**config.mk**
```make
export PLATFORM = sky130hd
export DESIGN_NAME = fca_frame_mem
export DESIGN_NICKNAME = d
export VERILOG_FILES = /design/src/hdl/fca_pkg.sv /design/src/hdl/fca_frame_mem.sv
export SDC_FILE = /design/constraint.sdc
export NUM_CORES = 2
export LEC_CHECK = 0
export CAP_MARGIN = 20
export CORE_ASPECT_RATIO = 1.4
export CORE_MARGIN = 1
export CORE_UTILIZATION = 40
export CTS_CLUSTER_SIZE = 25
export DETAILED_ROUTE_END_ITERATION = 6
export DONT_BUFFER_PORTS = 1
export PLACE_DENSITY = 0.56
export SLEW_MARGIN = 20
export SYNTH_ARGS = -nofsm -noshare
export SYNTH_HDL_FRONTEND = slang
export SYNTH_SLANG_ARGS = --single-unit
```
**constraint.sdc**
```tcl
create_clock -name clk_i -period 5.59 [get_ports clk_i]
set_input_delay 0.559 -clock clk_i [delete_from_list [all_inputs] [get_ports clk_i]]
set_output_delay 0.559 -clock clk_i [all_outputs]
set_load 0.05 [all_outputs]
```
**src/hdl/fca_pkg.sv**
```systemverilog
// shared types and constants of the 3d frame change block
// no dependencies; imported by every module of the block
package fca_pkg;

  localparam int DATA_W    = 48;  // signed Q32.16 word
  localparam int FRAC_W    = 16;
  localparam int VEC_W     = DATA_W + 1;  // exact point difference
  localparam int NUM_COEFS = 12;
  localparam int COEF_IDX_W = 4;
  localparam int TRANS_BASE = 9;  // translation x,y,z follow the 3x3 matrix
  localparam int PROD_W    = 97;  // exact 48 x 49 signed product
  localparam int ACC_W     = 99;  // three products plus translation

  localparam logic OP_LOAD  = 1'b0;
  localparam logic OP_XFORM = 1'b1;

  localparam logic signed [ACC_W-1:0] RND_HALF = ACC_W'(1) <<< (FRAC_W - 1);
  localparam logic [DATA_W-1:0] SAT_MAX = {1'b0, {(DATA_W-1){1'b1}}};
  localparam logic [DATA_W-1:0] SAT_MIN = {1'b1, {(DATA_W-1){1'b0}}};

  typedef logic [NUM_COEFS-1:0][DATA_W-1:0] frame_t;
  typedef logic [2:0][DATA_W-1:0] tri_t;
  typedef logic [2:0][VEC_W-1:0] dtri_t;

  typedef struct packed {
    logic is_load;
    logic vec;
    logic src_none;
    logic dst_none;
    logic same;
  } meta_t;

endpackage

```
**src/hdl/fca_frame_mem.sv**
```systemverilog
// frame table: one bank per coefficient, one write port, two registered reads
// depends on fca_pkg
module fca_frame_mem import fca_pkg::*; #(
  parameter int FRAME_SLOTS = 4
) (
  input  logic                  clk_i,
  input  logic                  wr_en_i,
  input  logic [$clog2(FRAME_SLOTS > 1 ? FRAME_SLOTS : 2)-1:0] wr_slot_i,
  input  logic [COEF_IDX_W-1:0] wr_idx_i,
  input  logic [DATA_W-1:0]     wr_data_i,
  input  logic                  rd_en_i,
  input  logic [$clog2(FRAME_SLOTS > 1 ? FRAME_SLOTS : 2)-1:0] rd_a_i,
  input  logic [$clog2(FRAME_SLOTS > 1 ? FRAME_SLOTS : 2)-1:0] rd_b_i,
  output frame_t                rd_a_o,
  output frame_t                rd_b_o
);

  logic [DATA_W-1:0] bank_q [NUM_COEFS][FRAME_SLOTS];
  frame_t rd_a_q, rd_b_q;

  // write one coefficient, read whole source and target frames
  always_ff @(posedge clk_i) begin
    if (wr_en_i) begin
      bank_q[wr_idx_i][wr_slot_i] <= wr_data_i;
    end
    if (rd_en_i) begin
      for (int c = 0; c < NUM_COEFS; c++) begin
        rd_a_q[c] <= bank_q[c][rd_a_i];
        rd_b_q[c] <= bank_q[c][rd_b_i];
      end
    end
  end

  assign rd_a_o = rd_a_q;
  assign rd_b_o = rd_b_q;

endmodule

```
# == Word level (Yosys, flattened, before mapping) ==
# Memory sizes are Yosys's and may differ from the RTL's.
# Index checks and enable logic that the tools add are counted.
# classes
order_cmp,4
n_reduce_logical,1
bitwise_logic,3
mux,76
# op_table
op,n
$mux W48,49
$bmux W48 S2,24
$mux W192,1
$demux W48 S2,1
$ge A3 B3 Y1 const B,3
$not A2 Y3,3
$lt A3 B1 Y1 const B,1
$logic_and A1 B1 Y1,1
$mux W1,1
# word_totals
n_memories,1
out_inout_bits,1152
ram_bits,2304
ff_bits,1152
wordCells,109
# memory_table
memory,depth,width,rd,rd_clocked_by_memory_dff,wr,line,source
bank_q,12,192,12,0,1,fca_frame_mem.sv:18,logic [DATA_W-1:0] bank_q [NUM_COEFS][FRAME_SLOTS];

# == Depth between registers and ports, before layout ==
# logic_depth
depth_word,6
ltp_mapped,4
depth_no_buf,2

# == Least setup slack after synthesis ==
# Ideal clock, no wire load.
# synth_path
path_type,input port to flip-flop
start,input port wr_idx_i[0]
end,"memory bank_q[0][100] in the netlist's numbering, enable pin"
path_stages,3
required_time_ns,5.136
arrival_time_ns,3.353
path_slack_ns,1.783
setup_ns,0.454
path_cell_list,clkbuf_1 > or4_1 > nor2_1
# synth_rtl
item,line,source
from (decl),fca_frame_mem.sv:9,"input logic [COEF_IDX_W-1:0] wr_idx_i,"
to (decl),fca_frame_mem.sv:18,
# No word-level cell before the write port.

# == Worst setup path after layout ==
# layout_path
start,input port rd_en_i
end,"register rd_b_q, in the netlist rd_b_o[86], enable pin"
# layout_rtl
item,line,source
from (decl),fca_frame_mem.sv:11,"input logic rd_en_i,"
"to (signal, indexed assignment)",fca_frame_mem.sv:29,rd_b_q[c] <= bank_q[c][rd_b_i];
to (decl),fca_frame_mem.sv:19,"frame_t rd_a_q, rd_b_q;"
# No word-level cell between the ends.

==> run_results.csv <==
group,metric,value,unit
route,first_iter_violations,6846,
placed_design,place_area,137000,µm²
sta,fin_setup_tns,0,ns
power_and_ir_drop,power,57.0,mW
run_status,violations,"antenna rules",
global_routing,grt_use_total,0.234,
setup_path,endpoint_kind,"flop",
clocking,cts_sinks,3456,
power_and_ir_drop,switching_share,0.242,
power_and_ir_drop,clockPowerShare,0.404,
yosys,syn_avg_cell_area,26.8,µm²
placed_design,place_hpwl,222000,µm
power_and_ir_drop,combPwrFrac,0.043,
sta,drv_slew,0,
power_and_ir_drop,p_leak,46.2,nW
hold_path,hp-class,"primary input to flop",
sta,period_minus_slack,2.97,ns
route,totalWireLength,394000,µm
sta,timing.final.crit_share,0.532,
yosys,syn_area,132000,µm²
yosys,netlist-cell-type-count,14,
yosys,synth-seq-cells,3456,
placed_design,place.gp.congestion,0.786,
final_layout,drive_gt1_frac,0.336,
power_and_ir_drop,p_int,43.2,mW
global_routing,grt_pass1_vias,59500,
sta,tightest_slew,1.21,ns
global_routing,antenna_found_initial,36,
setup_path,arrival,3.51,ns
route,drc,0,
setup_path,crit_fanout,196,
route,drt-wirelength-per-cell,40.0,µm
yosys,seq_area_frac_synth,0.786,
placed_design,port-buffer-count,0,
floorplanning,initial_utilization,0.402,
sta,worst_slack,2.62,ns
yosys,syn_nets,4997,
floorplanning,die_y,682,µm
sta,max-slew-margin-rel,0.195,
clocking,cts_buffers,341,
floorplanning,rows,249,
setup_path,cp-start-kind,"primary input",
clocking,postCtsSetupRepairBufs,0,
route,ant_nets,1,
clocking,cts_resized,0,
placed_design,place_ws,1.85,ns
sta,fin_skew,0.0488,ns
sta,grt_setup_unrepaired,"false",
final_layout,nets,5240,
global_routing,grt_max_degree,557,
global_routing,grt_pass1_wl,523000,µm
floorplanning,die_w,488,µm
route,via_count,58000,
clocking,max-clock-path-buffers,4,
power_and_ir_drop,power_density,380,nW/µm²
route,vias_per_cell,5.89,
power_and_ir_drop,switchingPower,13.8,mW
floorplanning,die_area,333000,µm²
run,cap_violations,0,
clocking,cts_root_buf,"clkbuf_16",
clocking,cts_tree,"built",
power_and_ir_drop,vdd_ir_drop_max,0.265,mV
clocking,cts.reportedPaths.clkPinSlew,0.06,ns
sta,setup_viol,0,
sta,finalHoldViolations,0,
final_layout,n_fill_cell,26700,
clocking,cts_hold_buf,61,
clocking,cts_max_level,5,
global_routing,grt_overflow,0,
final_layout,design_area,150000,µm²
sta,fmax,336,MHz
setup_path,worst-setup-path-type,"primary input to flop",
floorplanning,core,329000,µm²
yosys,ys_warn_count,0,
setup_path,worst_ep_required_time,6.13,ns
clocking,worstSkewPairLatency,0.93,ns
run_status,outcome,"finished with violations",
final_layout,area_growth,13.5,%
route,drt_pass1_iterations,5,
yosys,synth_cells,4936,
power_and_ir_drop,power_frac_seq,0.553,
floorplanning,ios,1213,
==> logic make-up after synthesis <==
kind of cell,synth area share
buffers and inverters,0.0156
AND/OR/NAND/NOR,0.00250
flip-flops,0.786
multiplexers,0.196
==> power groups by stage <==
| stage | sequential [mW] | combinational [mW] | clock (mW) |
|---|---|---|---|
| after floorplan | 31.6 | 1.30 | 0 |
| after global placement | 32.1 | 1.24 | 0 |
| after detailed placement | 32.1 | 1.56 | 0 |
| after CTS | 31.5 | 2.30 | 23.5 |
| after global routing | 31.5 | 2.60 | 24.4 |
| final | 31.5 | 2.47 | 23.0 |
==> cell usage in the layout, fill, tap and decap left out, types with 5 or more instances in the layout <==
cell type,synthesis,layout
buf_12,0,6
buf_16,0,84
buf_4,0,65
bufinv_16,0,35
clkbuf_1,20,67
clkbuf_16,0,344
clkinv_1,0,68
clkinv_16,0,7
clkinv_2,0,47
clkinvlp_4,0,21
diode_2,0,16
dlygate4sd3_1,0,9
edfxtp_1,3456,3456
inv_6,0,8
mux4_2,1152,1152
nand4bb_1,5,5
nor2_4,0,48
==> cell type report <==
class / count / area (µm²) / area share
diodes: 16 / 40.0 / 0.000267
repair buffers: 164 / 3010 / 0.0201
clock buffers: 411 / 8860 / 0.0591
flip-flops and latches: 3456 / 104000 / 0.692
well taps: 4392 / 5500 / 0.0366
clock inverters: 196 / 2140 / 0.0143
multi-input cells: 1216 / 26600 / 0.178
==> through the flow <==
stage,cells,hold slack (ns),util
6_report,9851,0.0538,0.456
5_1_grt,9836,0.00610,0.456
4_1_cts,9818,0.000893,0.455
3_5_place_dp,9150,0.638,0.417
3_3_place_gp,9135,0.631,0.415
2_1_floorplan,4936,0.629,-
==> per-layer routing <==
layer  GRT usage  vias to the layer above  routed length (µm)
li1            -                    22400                   -
met2       0.395                     2788              201000
met5           0                        -                   0
met3      0.0642                      573               36200
met4       0.103                        0               20000
met1       0.279                    32200              137000
==> worst max-delay path, cell delays in order <==
cell	delay, ns
buf_16	0.54
buf_16	0.71
buf_16	0.46
buf_16	0.50
==> flip-flops by register name, summed over array words and instances (netlist names) <==
| name | count |
|---|---|
| bank_q | 2304 |
| rd_a_o | 576 |
| rd_b_o | 576 |
==> path summary, 6_finish.rpt <==
check             depth (start not counted)               startpoint                        to  slack, ns
setup / recovery                          4                  rd_en_i      rd_b_o[86]$_DFFE_PP_       2.62
hold / removal                            1            wr_data_i[19]  bank_q[1][115]$_DFFE_PP_       0.05
setup reg to reg                          1  bank_q[11][0]$_DFFE_PP_     rd_a_o[528]$_DFFE_PP_       4.22
hold reg to reg                           1  bank_q[5][74]$_DFFE_PP_     rd_b_o[266]$_DFFE_PP_       0.62
==> synth_stat cells <==
cell	count	area, µm²
or4_1	1	7.51
nand4b_1	2	17.5
nand3_1	1	5.00
edfxtp_1	3456	104000
nand3b_1	2	15.0
nor2_1	48	180
buf_1	3	11.3
mux4_2	1152	25900
or3b_2	1	8.76
nand4bb_1	5	56.3
clkbuf_1	20	75.1
buf_2	119	596
or4b_1	4	40.0
buf_6	122	1370
Note: power is estimated with default switching activity, not from simulation.
